`src/sv/qdec_pkg.sv`:
```
package qdec_pkg;

   localparam int COUNT_BITS    = 32;
   localparam int FRACTION_BITS = 16;
   localparam int ACC_BITS      = 128;
   localparam int QUOT_BITS     = 80;
   localparam int DIVISOR_BITS  = 34;
   localparam int LIMB_BITS     = 32;
   localparam int VALUE_BITS    = 48;

   localparam logic [31:0] TWO_PI_Q29    = 32'd3373259426;
   localparam logic [31:0] RPM_FACTOR    = 32'd60000;
   localparam logic [31:0] DEG_FACTOR    = 32'd360;
   localparam logic [31:0] MILLI_FACTOR  = 32'd1000;
   localparam logic [6:0]  DIV_LAST_BIT  = 7'(QUOT_BITS - 1);

   // request operation codes
   localparam logic [1:0] OP_SAMPLE = 2'd0;
   localparam logic [1:0] OP_TICK   = 2'd1;
   localparam logic [1:0] OP_CLEAR  = 2'd2;
   localparam logic [1:0] OP_NOP    = 2'd3;

   // unit modes
   localparam logic [1:0] MODE_DEG   = 2'd0;
   localparam logic [1:0] MODE_RAD   = 2'd1;
   localparam logic [1:0] MODE_METRE = 2'd2;
   localparam logic [1:0] MODE_NONE  = 2'd3;

   // register indexes
   localparam logic [1:0] REG_PPR    = 2'd0;
   localparam logic [1:0] REG_PERIOD = 2'd1;
   localparam logic [1:0] REG_RADIUS = 2'd2;
   localparam logic [1:0] REG_MODE   = 2'd3;

   typedef enum logic [1:0] {
      FAC_BASE,
      FAC_MILLI,
      FAC_TWO_PI,
      FAC_RADIUS
   } factor_type;

   typedef struct packed {
      logic [15:0] pulses_per_rev;
      logic [15:0] sample_period_ms;
      logic [31:0] wheel_radius;
      logic [1:0]  unit_mode;
   } cfg_type;

   typedef struct packed {
      logic       accept;
      logic       load;
      logic       job_speed;
      logic       mul_step;
      logic       mul_first;
      logic [1:0] limb;
      factor_type factor;
      logic       shift;
      logic       div_step;
      logic       store;
      logic       emit;
   } cmd_type;

   typedef struct packed {
      logic       req_valid;
      logic       closed;
      logic [1:0] unit_mode;
      logic       out_free;
   } status_type;

endpackage

```
`src/sv/qdec_ctrl.sv`:
```
module qdec_ctrl (
   input  logic                  clock,
   input  logic                  reset,
   input  qdec_pkg::status_type  stat,
   output qdec_pkg::cmd_type     cmd,
   output logic                  idle
);
   import qdec_pkg::*;

   typedef enum logic [2:0] {
      ST_IDLE,
      ST_START,
      ST_LOAD,
      ST_MUL,
      ST_SHIFT,
      ST_DIV,
      ST_STORE,
      ST_DONE
   } state_type;

   state_type  state_ff;
   logic       job_ff;
   logic [1:0] step_ff;
   logic [1:0] limb_ff;
   logic [6:0] bit_ff;
   logic [1:0] last_step;
   logic       scaled_mode;

   assign scaled_mode = (stat.unit_mode == MODE_RAD) || (stat.unit_mode == MODE_METRE);
   assign last_step   = (stat.unit_mode == MODE_METRE) ? 2'd2 :
                        (stat.unit_mode == MODE_RAD)   ? 2'd1 : 2'd0;

   // factor chain selection
   always_comb begin
      cmd = '0;
      cmd.factor = FAC_BASE;
      if (scaled_mode) begin
         case (step_ff)
            2'd0:    cmd.factor = FAC_MILLI;
            2'd1:    cmd.factor = FAC_TWO_PI;
            2'd2:    cmd.factor = FAC_RADIUS;
            default: cmd.factor = FAC_BASE;
         endcase
      end
      cmd.accept    = (state_ff == ST_IDLE) && stat.req_valid;
      cmd.load      = (state_ff == ST_LOAD);
      cmd.job_speed = job_ff;
      cmd.mul_step  = (state_ff == ST_MUL);
      cmd.mul_first = (limb_ff == 2'd0);
      cmd.limb      = limb_ff;
      cmd.shift     = (state_ff == ST_SHIFT);
      cmd.div_step  = (state_ff == ST_DIV);
      cmd.store     = (state_ff == ST_STORE);
      cmd.emit      = (state_ff == ST_DONE) && stat.out_free;
   end

   assign idle = (state_ff == ST_IDLE);

   // sequencer: speed job first on a closing tick, then position
   always_ff @(posedge clock) begin
      if (reset) begin
         state_ff <= ST_IDLE;
         job_ff   <= 1'b0;
         step_ff  <= 2'd0;
         limb_ff  <= 2'd0;
         bit_ff   <= 7'd0;
      end else begin
         case (state_ff)
            ST_IDLE: begin
               if (stat.req_valid) state_ff <= ST_START;
            end
            ST_START: begin
               job_ff   <= stat.closed;
               state_ff <= ST_LOAD;
            end
            ST_LOAD: begin
               step_ff  <= (scaled_mode && !job_ff) ? 2'd1 : 2'd0;
               limb_ff  <= 2'd0;
               state_ff <= ST_MUL;
            end
            ST_MUL: begin
               limb_ff <= limb_ff + 2'd1;
               if (limb_ff == 2'd3) begin
                  if (step_ff == last_step) state_ff <= ST_SHIFT;
                  else step_ff <= step_ff + 2'd1;
               end
            end
            ST_SHIFT: begin
               bit_ff   <= 7'd0;
               state_ff <= ST_DIV;
            end
            ST_DIV: begin
               bit_ff <= bit_ff + 7'd1;
               if (bit_ff == DIV_LAST_BIT) state_ff <= ST_STORE;
            end
            ST_STORE: begin
               if (job_ff) begin
                  job_ff   <= 1'b0;
                  state_ff <= ST_LOAD;
               end else begin
                  state_ff <= ST_DONE;
               end
            end
            ST_DONE: begin
               if (stat.out_free) state_ff <= ST_IDLE;
            end
            default: state_ff <= ST_IDLE;
         endcase
      end
   end

endmodule

```
`src/sv/qdec_dp.sv`:
```
module qdec_dp (
   input  logic                 clock,
   input  logic                 reset,
   input  qdec_pkg::cmd_type    cmd,
   input  qdec_pkg::cfg_type    cfg,
   input  logic [1:0]           op,
   input  logic                 pin_a,
   input  logic                 pin_b,
   output logic                 closed,
   output logic [31:0]          count,
   output logic [47:0]          position,
   output logic [47:0]          speed
);
   import qdec_pkg::*;

   logic [1:0]              phases_ff;
   logic [COUNT_BITS-1:0]   count_ff;
   logic [COUNT_BITS-1:0]   start_ff;
   logic [15:0]             elapsed_ff;
   logic [47:0]             held_ff;
   logic [47:0]             pos_ff;
   logic                    closed_ff;
   logic [COUNT_BITS-1:0]   delta_ff;
   logic [15:0]             window_ff;
   logic                    job_ff;
   logic                    neg_ff;
   logic [ACC_BITS-1:0]     acc_ff;
   logic [LIMB_BITS-1:0]    carry_ff;
   logic [DIVISOR_BITS-1:0] divisor_ff;
   logic [DIVISOR_BITS-1:0] rem_ff;

   logic [1:0]              cur_phases;
   logic [1:0]              diff;
   logic [15:0]             elapsed_inc;
   logic                    close_now;
   logic [COUNT_BITS-1:0]   value;
   logic [COUNT_BITS-1:0]   mag;
   logic [15:0]             ppr_eff;
   logic [17:0]             dvalue;
   logic [15:0]             tvalue;
   logic [31:0]             factor;
   logic [63:0]             prod;
   logic [DIVISOR_BITS:0]   trial;
   logic                    qbit;
   logic [QUOT_BITS-1:0]    quot;
   logic [QUOT_BITS-1:0]    lim;
   logic [47:0]             sat;
   logic [47:0]             result;

   // pin decode and window timing
   assign cur_phases  = {pin_a, pin_b};
   assign diff        = cur_phases ^ phases_ff;
   assign elapsed_inc = (elapsed_ff == 16'hFFFF) ? elapsed_ff : elapsed_ff + 16'd1;
   assign close_now   = (op == OP_TICK) && (elapsed_inc >= cfg.sample_period_ms);

   // operand magnitude and divisor
   assign value   = cmd.job_speed ? delta_ff : count_ff;
   assign mag     = value[COUNT_BITS-1] ? (~value + COUNT_BITS'(1)) : value;
   assign ppr_eff = (cfg.pulses_per_rev == 16'd0) ? 16'd1 : cfg.pulses_per_rev;
   assign dvalue  = {ppr_eff, 2'b00};
   assign tvalue  = cmd.job_speed ? window_ff : 16'd1;

   // factor for the current multiply pass
   always_comb begin
      case (cmd.factor)
         FAC_BASE:   factor = job_ff ? RPM_FACTOR : DEG_FACTOR;
         FAC_MILLI:  factor = MILLI_FACTOR;
         FAC_TWO_PI: factor = TWO_PI_Q29;
         FAC_RADIUS: factor = cfg.wheel_radius;
         default:    factor = DEG_FACTOR;
      endcase
   end

   // one limb times the factor per cycle
   assign prod = acc_ff[{cmd.limb, 5'd0} +: LIMB_BITS] * factor
               + {32'd0, (cmd.mul_first ? 32'd0 : carry_ff)};

   // restoring divide step
   assign trial = {rem_ff, acc_ff[QUOT_BITS-1]};
   assign qbit  = (trial >= {1'b0, divisor_ff});

   // saturate and sign
   assign quot = acc_ff[QUOT_BITS-1:0];
   assign lim  = neg_ff ? (QUOT_BITS'(1) << 47) : ((QUOT_BITS'(1) << 47) - QUOT_BITS'(1));
   assign sat  = (quot > lim) ? lim[47:0] : quot[47:0];
   assign result = (cfg.unit_mode == MODE_NONE) ? 48'd0 :
                   neg_ff ? (~sat + 48'd1) : sat;

   // architectural state
   always_ff @(posedge clock) begin
      if (reset) begin
         phases_ff  <= 2'd0;
         count_ff   <= '0;
         start_ff   <= '0;
         elapsed_ff <= 16'd0;
         held_ff    <= 48'd0;
         closed_ff  <= 1'b0;
      end else begin
         if (cmd.accept) begin
            closed_ff <= close_now;
            case (op)
               OP_SAMPLE: begin
                  phases_ff <= cur_phases;
                  if (diff == 2'b01 || diff == 2'b10) begin
                     if (phases_ff[0] ^ cur_phases[1]) count_ff <= count_ff - COUNT_BITS'(1);
                     else count_ff <= count_ff + COUNT_BITS'(1);
                  end
               end
               OP_TICK: begin
                  if (close_now) begin
                     start_ff   <= count_ff;
                     elapsed_ff <= 16'd0;
                  end else begin
                     elapsed_ff <= elapsed_inc;
                  end
               end
               OP_CLEAR: begin
                  count_ff <= '0;
                  start_ff <= '0;
               end
               default: begin
               end
            endcase
         end
         if (cmd.store && job_ff) held_ff <= result;
      end
   end

   // arithmetic unit
   always_ff @(posedge clock) begin
      if (cmd.accept) begin
         delta_ff  <= count_ff - start_ff;
         window_ff <= elapsed_inc;
      end
      if (cmd.load) begin
         job_ff     <= cmd.job_speed;
         neg_ff     <= value[COUNT_BITS-1];
         acc_ff     <= {{(ACC_BITS-COUNT_BITS){1'b0}}, mag};
         divisor_ff <= dvalue * tvalue;
      end
      if (cmd.mul_step) begin
         acc_ff[{cmd.limb, 5'd0} +: LIMB_BITS] <= prod[31:0];
         carry_ff <= prod[63:32];
      end
      if (cmd.shift) begin
         rem_ff <= '0;
         case (cfg.unit_mode)
            MODE_RAD:   acc_ff <= acc_ff >> (29 - FRACTION_BITS);
            MODE_METRE: acc_ff <= acc_ff >> (45 - FRACTION_BITS);
            default:    acc_ff <= acc_ff << FRACTION_BITS;
         endcase
      end
      if (cmd.div_step) begin
         rem_ff <= qbit ? DIVISOR_BITS'(trial - {1'b0, divisor_ff})
                        : trial[DIVISOR_BITS-1:0];
         acc_ff[QUOT_BITS-1:0] <= {acc_ff[QUOT_BITS-2:0], qbit};
      end
      if (cmd.store && !job_ff) pos_ff <= result;
   end

   assign closed   = closed_ff;
   assign count    = count_ff;
   assign position = pos_ff;
   assign speed    = held_ff;

   // remainder stays below the divisor throughout a division
   a_rem_below: assert property (@(posedge clock) disable iff (reset)
      cmd.div_step |-> (rem_ff < divisor_ff))
      else $error("remainder not below divisor");

   // clear zeroes the count and the window start
   a_clear: assert property (@(posedge clock) disable iff (reset)
      (cmd.accept && op == OP_CLEAR) |=> (count_ff == '0 && start_ff == '0))
      else $error("clear did not zero count");

   // a closing tick restarts the window
   a_close: assert property (@(posedge clock) disable iff (reset)
      (cmd.accept && close_now) |=> (elapsed_ff == 16'd0 && closed_ff))
      else $error("closing tick did not restart window");

endmodule

```
`src/sv/quadrature_decoder_speed_position.sv`:
```
// X4 quadrature decoder with position and windowed speed. Each request (op on req_tuser:
// 0 pin sample, 1 millisecond tick, 2 clear, 3 no operation) yields one response with the
// signed edge count, the position and the held speed in Q31.16 of the unit set by
// unit_mode, with rsp_tuser set when a tick closed a speed window. Requests are handled
// one at a time by a shared multiply and divide unit: a 32x32 multiplier works one 32 bit
// limb per cycle (one to three factors) and a restoring divider yields one quotient bit
// per cycle. A tick that closes a window first runs a speed pass, then the position pass.
// A finished response waits in the output register while the next request is taken.
module quadrature_decoder_speed_position (
   input  logic         clock,
   input  logic         reset,
   input  logic         req_tvalid,
   output logic         req_tready,
   input  logic [7:0]   req_tdata,   // pin_a[0], pin_b[1], zero fill
   input  logic [1:0]   req_tuser,   // op[1:0]
   output logic         rsp_tvalid,
   input  logic         rsp_tready,
   output logic [127:0] rsp_tdata,   // count[31:0], position[79:32], speed[127:80]
   output logic         rsp_tuser,   // speed_updated[0]
   input  logic         csr_psel,
   input  logic         csr_penable,
   input  logic         csr_pwrite,
   input  logic [3:0]   csr_paddr,
   input  logic [31:0]  csr_pwdata,
   output logic [31:0]  csr_prdata,
   output logic         csr_pready
);
   import qdec_pkg::*;

   cfg_type    cfg_ff;
   status_type stat;
   cmd_type    cmd;
   logic       idle;
   logic       closed;
   logic [31:0] count;
   logic [47:0] position;
   logic [47:0] speed;
   logic        rsp_valid_ff;
   logic [127:0] rsp_data_ff;
   logic         rsp_user_ff;
   logic         out_free;

   // register file
   assign csr_pready = 1'b1;
   always_ff @(posedge clock) begin
      if (reset) begin
         cfg_ff.pulses_per_rev   <= 16'd1024;
         cfg_ff.sample_period_ms <= 16'd100;
         cfg_ff.wheel_radius     <= 32'd65536;
         cfg_ff.unit_mode        <= MODE_DEG;
      end else if (csr_psel && csr_penable && csr_pwrite && csr_pready) begin
         case (csr_paddr[3:2])
            REG_PPR:    cfg_ff.pulses_per_rev   <= csr_pwdata[15:0];
            REG_PERIOD: cfg_ff.sample_period_ms <= csr_pwdata[15:0];
            REG_RADIUS: cfg_ff.wheel_radius     <= csr_pwdata;
            REG_MODE:   cfg_ff.unit_mode        <= csr_pwdata[1:0];
            default:    cfg_ff.unit_mode        <= cfg_ff.unit_mode;
         endcase
      end
   end

   always_comb begin
      case (csr_paddr[3:2])
         REG_PPR:    csr_prdata = {16'd0, cfg_ff.pulses_per_rev};
         REG_PERIOD: csr_prdata = {16'd0, cfg_ff.sample_period_ms};
         REG_RADIUS: csr_prdata = cfg_ff.wheel_radius;
         REG_MODE:   csr_prdata = {30'd0, cfg_ff.unit_mode};
         default:    csr_prdata = 32'd0;
      endcase
   end

   // controller status
   assign out_free       = !rsp_valid_ff || rsp_tready;
   assign stat.req_valid = req_tvalid;
   assign stat.closed    = closed;
   assign stat.unit_mode = cfg_ff.unit_mode;
   assign stat.out_free  = out_free;
   assign req_tready     = idle;

   qdec_ctrl u_ctrl (
      .clock (clock),
      .reset (reset),
      .stat  (stat),
      .cmd   (cmd),
      .idle  (idle)
   );

   qdec_dp u_dp (
      .clock    (clock),
      .reset    (reset),
      .cmd      (cmd),
      .cfg      (cfg_ff),
      .op       (req_tuser),
      .pin_a    (req_tdata[0]),
      .pin_b    (req_tdata[1]),
      .closed   (closed),
      .count    (count),
      .position (position),
      .speed    (speed)
   );

   // response register
   always_ff @(posedge clock) begin
      if (reset) begin
         rsp_valid_ff <= 1'b0;
      end else if (cmd.emit) begin
         rsp_valid_ff <= 1'b1;
      end else if (rsp_tready) begin
         rsp_valid_ff <= 1'b0;
      end
   end

   always_ff @(posedge clock) begin
      if (cmd.emit) begin
         rsp_data_ff <= {speed, position, count};
         rsp_user_ff <= closed;
      end
   end

   assign rsp_tvalid = rsp_valid_ff;
   assign rsp_tdata  = rsp_data_ff;
   assign rsp_tuser  = rsp_user_ff;

endmodule
```
`config.mk`:
```
export PLATFORM = sky130hd
export DESIGN_NAME = quadrature_decoder_speed_position
export DESIGN_NICKNAME = d
export VERILOG_FILES = /design/src/sv/qdec_pkg.sv /design/src/sv/qdec_ctrl.sv /design/src/sv/qdec_dp.sv /design/src/sv/quadrature_decoder_speed_position.sv
export SDC_FILE = /design/constraint.sdc
export NUM_CORES = 2
export LEC_CHECK = 0
export BUFFER_PORTS_ARGS = -buffer_cell sky130_fd_sc_hd__buf_2
export CORE_MARGIN = 2
export CORE_UTILIZATION = 50
export CTS_BUF_LIST = sky130_fd_sc_hd__clkbuf_16
export CTS_CLUSTER_SIZE = 20
export DETAILED_ROUTE_END_ITERATION = 8
export PLACE_DENSITY = 0.64
export SYNTH_ARGS = -nofsm -noshare
export SYNTH_HDL_FRONTEND = slang
export SYNTH_SLANG_ARGS = --single-unit
export TNS_END_PERCENT = 5
```
`constraint.sdc`:
```
create_clock -name clock -period 10.7 [get_ports clock]
set_input_delay 0.535 -clock clock [delete_from_list [all_inputs] [get_ports clock]]
set_output_delay 0.535 -clock clock [all_outputs]
set_load 0.01 [all_outputs]
```
==> results.md <==
- Worst Hold Slack: 0.0762 ns
- Required time at the endpoint of the critical path: 11.12 ns
- CP max-delay cell: sky130_fd_sc_hd__o21ai_1
- Vias in the first global route: 65800
- Flip-flop and latch count after synthesis: 666
- Syn Std Cell Area: 78700 um2
- Measured slew at the worst slew-check pin: 1.37 ns
- Largest voltage drop on the vdd net: 0.769 mV
- Final setup vio count: 0
- Top cells by area in the synthesized netlist: sky130_fd_sc_hd__fa_1 29%, sky130_fd_sc_hd__edfxtp_1 12%, sky130_fd_sc_hd__dfxtp_1 8.7%
- Residual overflow from global routing: 0
- Final core occ: 54.5%
- Crit-path leading delay family: adder cells
- Number of H-tree levels: 3
- DP Worst Slack: 0.0400 ns
- IO buf count: 207
- CTS root buf: sky130_fd_sc_hd__clkbuf_16
- Filler cell count: 14100
- Post-synth top area share: 28.6%
- Maximum Capacitance Violations: 0
- Insertion delay to the later sink of the worst-skew pair: 0.70 ns
- CP Max Fanout: 26
- Final slew viol count: 0
- Number of placement rows: 145
- Vert. Die Dim: 401 um
- Die boundary width: 401 um
- Global-route wire length before repair: 407000 um
- Max Fclk: 0.0980 GHz
- Type of element launching the critical path: flop
- CP Data Arrival Time: 10.62 ns
- Number of warnings printed during yosys synthesis: 0
- Area taken by flip-flops and latches: 16600 um2
- Count of flip-flops with a built-in enable after synthesis: 325
- Worst setup skew after layout: 0.0219 ns
- Async S/R FF share, synth: 0%
- Kind of end point of the critical path: flop
- Die footprint: 161000 um2
- Leakage power of the design: 37.6 nW
- Effective utilization at floorplan: 50.4%
- Final instance area: 85100 um2
- Run status: finished, final reports clean
- Minimum clock period after layout: 10.20 ns
- Total Nets Final: 10600
- Kind of path behind the tightest hold check: in2reg
- First-pass iteration count of the detailed router: 6
- Most Frequent Cell on Critical Path: sky130_fd_sc_hd__fa_1
- Number of vias per cell: 5.96
- DRC viols: 0
- RePlAce Congestion: 1.00
- Global-route usage over all layers: 33.3%
- Synthesized netlist cell count: 8893
- I/O pin total: 217
- TritonCTS clock tree: built
- Crit path setup slack, layout: 0.496 ns
- Deepest clock path buffer count: 3
- Final routed wirelength across all metal layers: 269000 um
- Area after detailed placement: 82500 um2
- Share of the yosys chip area belonging to registers: 21.1%
- Leading post-synthesis cells by instance count: 1372 x sky130_fd_sc_hd__inv_1, 1158 x sky130_fd_sc_hd__nand2_1, 1125 x sky130_fd_sc_hd__fa_1, 833 x sky130_fd_sc_hd__nor2_1, 540 x sky130_fd_sc_hd__ha_1
- Post-route fraction of the period consumed by the critical path: 95.4%
- Buffers & Inverters on Critical Path: 8
- Pwr per Cell Area: 324 nW/um2
- Vias: 65800
- Per-instance average area after synthesis: 8.85 um2
- Number of nets with antenna violations after routing: 0
- Clock transition time at the flip-flop clock pins of the worst setup and hold paths: 0.07 ns
- Area overhead of the layout relative to synthesis: 8.11%
- Number of hold violations in the final report: 0
- Rel. slew slack: 8.65%
- Number of violations reported at the end of detailed-routing iteration 0: 6503
- Layout cell share with drive strength beyond 1: 7.92%
- Syn nets: 10600
- Cell with the most instances after synthesis: sky130_fd_sc_hd__inv_1
- Number of hold buffers added after CTS: 0
- Area of combinational cells with multiple inputs: 55100 um2
- DP HPWL: 210000 um
- Number of antenna violations at the first check in global routing: 22
- Area leader, netlist: sky130_fd_sc_hd__fa_1
- Num CTS Buffers: 77
- Average routed wire per standard cell: 24.4 um
- Setup total negative slack: 0 ns
- RSZ-0062 raised after global routing: false
- Post-synthesis cell type count: 92
- Floorplan core area: 156000 um2
- Synth Flop Type: sky130_fd_sc_hd__dfxtp_1
- Critical path type: reg2reg
- Maximum number of pins on one net before global-route repair: 95
- Max stage delay on crit path: 0.94 ns
- Clock Sink Count: 666
cell usage in the layout (no fill, tap or decap), types with 91 or more instances in the layout:
cell type | netlist | layout
sky130_fd_sc_hd__a22oi_1 | 127 | 127
sky130_fd_sc_hd__nand3_1 | 94 | 94
sky130_fd_sc_hd__a21o_1 | 120 | 120
sky130_fd_sc_hd__o21ai_0 | 266 | 251
sky130_fd_sc_hd__a221oi_1 | 99 | 99
sky130_fd_sc_hd__inv_1 | 1372 | 1383
sky130_fd_sc_hd__xnor2_1 | 133 | 133
sky130_fd_sc_hd__edfxtp_1 | 325 | 325
sky130_fd_sc_hd__nand2_1 | 1158 | 1158
sky130_fd_sc_hd__ha_1 | 540 | 538
sky130_fd_sc_hd__mux2i_1 | 92 | 91
sky130_fd_sc_hd__a21oi_1 | 509 | 508
sky130_fd_sc_hd__and3_1 | 130 | 129
sky130_fd_sc_hd__fa_1 | 1125 | 1125
sky130_fd_sc_hd__nor2_1 | 833 | 826
sky130_fd_sc_hd__buf_4 | 1 | 267
sky130_fd_sc_hd__buf_2 | 11 | 206
sky130_fd_sc_hd__dfxtp_1 | 341 | 337
final timing paths:
kind,from,endpoint,slack (ns),cells after the start
setup reg to reg,u_ctrl.limb_ff[0]$_SDFFE_PP0P_,u_dp.carry_ff[30]$_DFFE_PP_,0.50,30
hold reg to reg,u_dp.position[17]$_DFFE_PP_,rsp_tdata[49]$_DFFE_PP_,0.42,0
hold / removal,csr_pwdata[23],cfg_ff[25]$_SDFFE_PP0P_,0.08,3
setup / recovery,u_ctrl.limb_ff[0]$_SDFFE_PP0P_,u_dp.carry_ff[30]$_DFFE_PP_,0.50,30
state kept, by name, summed over array words and instances, names as in the netlist, 3 cells and up:
| name | count |
|---|---|
| u_dp.divisor_ff | 32 |
| u_ctrl.state_ff | 3 |
| u_dp.start_ff | 32 |
| u_dp.position | 48 |
| u_dp.speed | 48 |
| u_dp.rem_ff | 34 |
| u_dp.elapsed_ff | 16 |
| u_ctrl.bit_ff | 7 |
| rsp_tdata | 128 |
| u_dp.acc_ff | 128 |
| u_dp.window_ff | 16 |
| u_dp.delta_ff | 32 |
| u_dp.carry_ff | 32 |
| cfg_ff | 66 |
| u_dp.count | 32 |
cell type report:
cell class / count / share of cell area (%)
Antenna cell: 7 / 0.0206
Clock buffer: 79 / 2.32
Clock inverter: 62 / 0.668
Inverter: 1376 / 6.08
Multi-Input combinational cell: 6310 / 64.7
Sequential cell: 666 / 19.5
Tap cell: 2058 / 3.03
Timing Repair Buffer: 476 / 3.64
metal layers:
metal / up-vias / global-route usage [%] / part of all wire (%)
li1: 29100 / - / -
met1: 32500 / 43.7 / 40
met2: 3363 / 50.6 / 43
met3: 775 / 9.16 / 11
met4: 24 / 16.8 / 5.9
met5: - / 0 / 0.083
per-stage QoR:
step | total power [mW] | cells
after floorplan | 16.4 | 8893
after global placement | 24.2 | 10900
after detailed placement | 24.4 | 10900
after CTS | 27.2 | 11000
after global routing | 29.5 | 11000
final | 27.6 | 11000
power breakdown:
| group | switching (mW) | internal (mW) | total [mW] |
|---|---|---|---|
| sequential | 0.401 | 3.14 | 3.54 |
| clock | 1.18 | 1.53 | 2.71 |
| combinational | 14.4 | 6.98 | 21.4 |
| total | 16.0 | 11.6 | 27.6 |
repair_timing:
| item | in CTS | in global routing |
|---|---|---|
| gates resized for setup | 0 | 2 |
| setup endpoints to repair | 0 | 14 |
| buffers inserted | 0 | 0 |
cell families (layout without fill, tap and decap cells):
group                    after synthesis  in the layout  share of synthesized area, %
AO/OA/AOI/OAI                       1599           1599                          13.3
XOR/XNOR                             217            217                          2.41
adder cells (fa/ha/maj)             1665           1665                          37.2
buffers and inverters               1917           1993                          9.19
flip-flops                           666            666                          21.1
multiplexers                         130            130                          1.81
other                                  1              8                       0.00476
AND/OR/NAND/NOR                     2698           2698                          15.0
tightest hold or removal path, stage by stage:
cell and delay [ns]:
sky130_fd_sc_hd__buf_2 0.10, sky130_fd_sc_hd__nand2_1 0.04, sky130_fd_sc_hd__a21oi_1 0.05
Note: power is estimated with default switching activity, not from simulation.
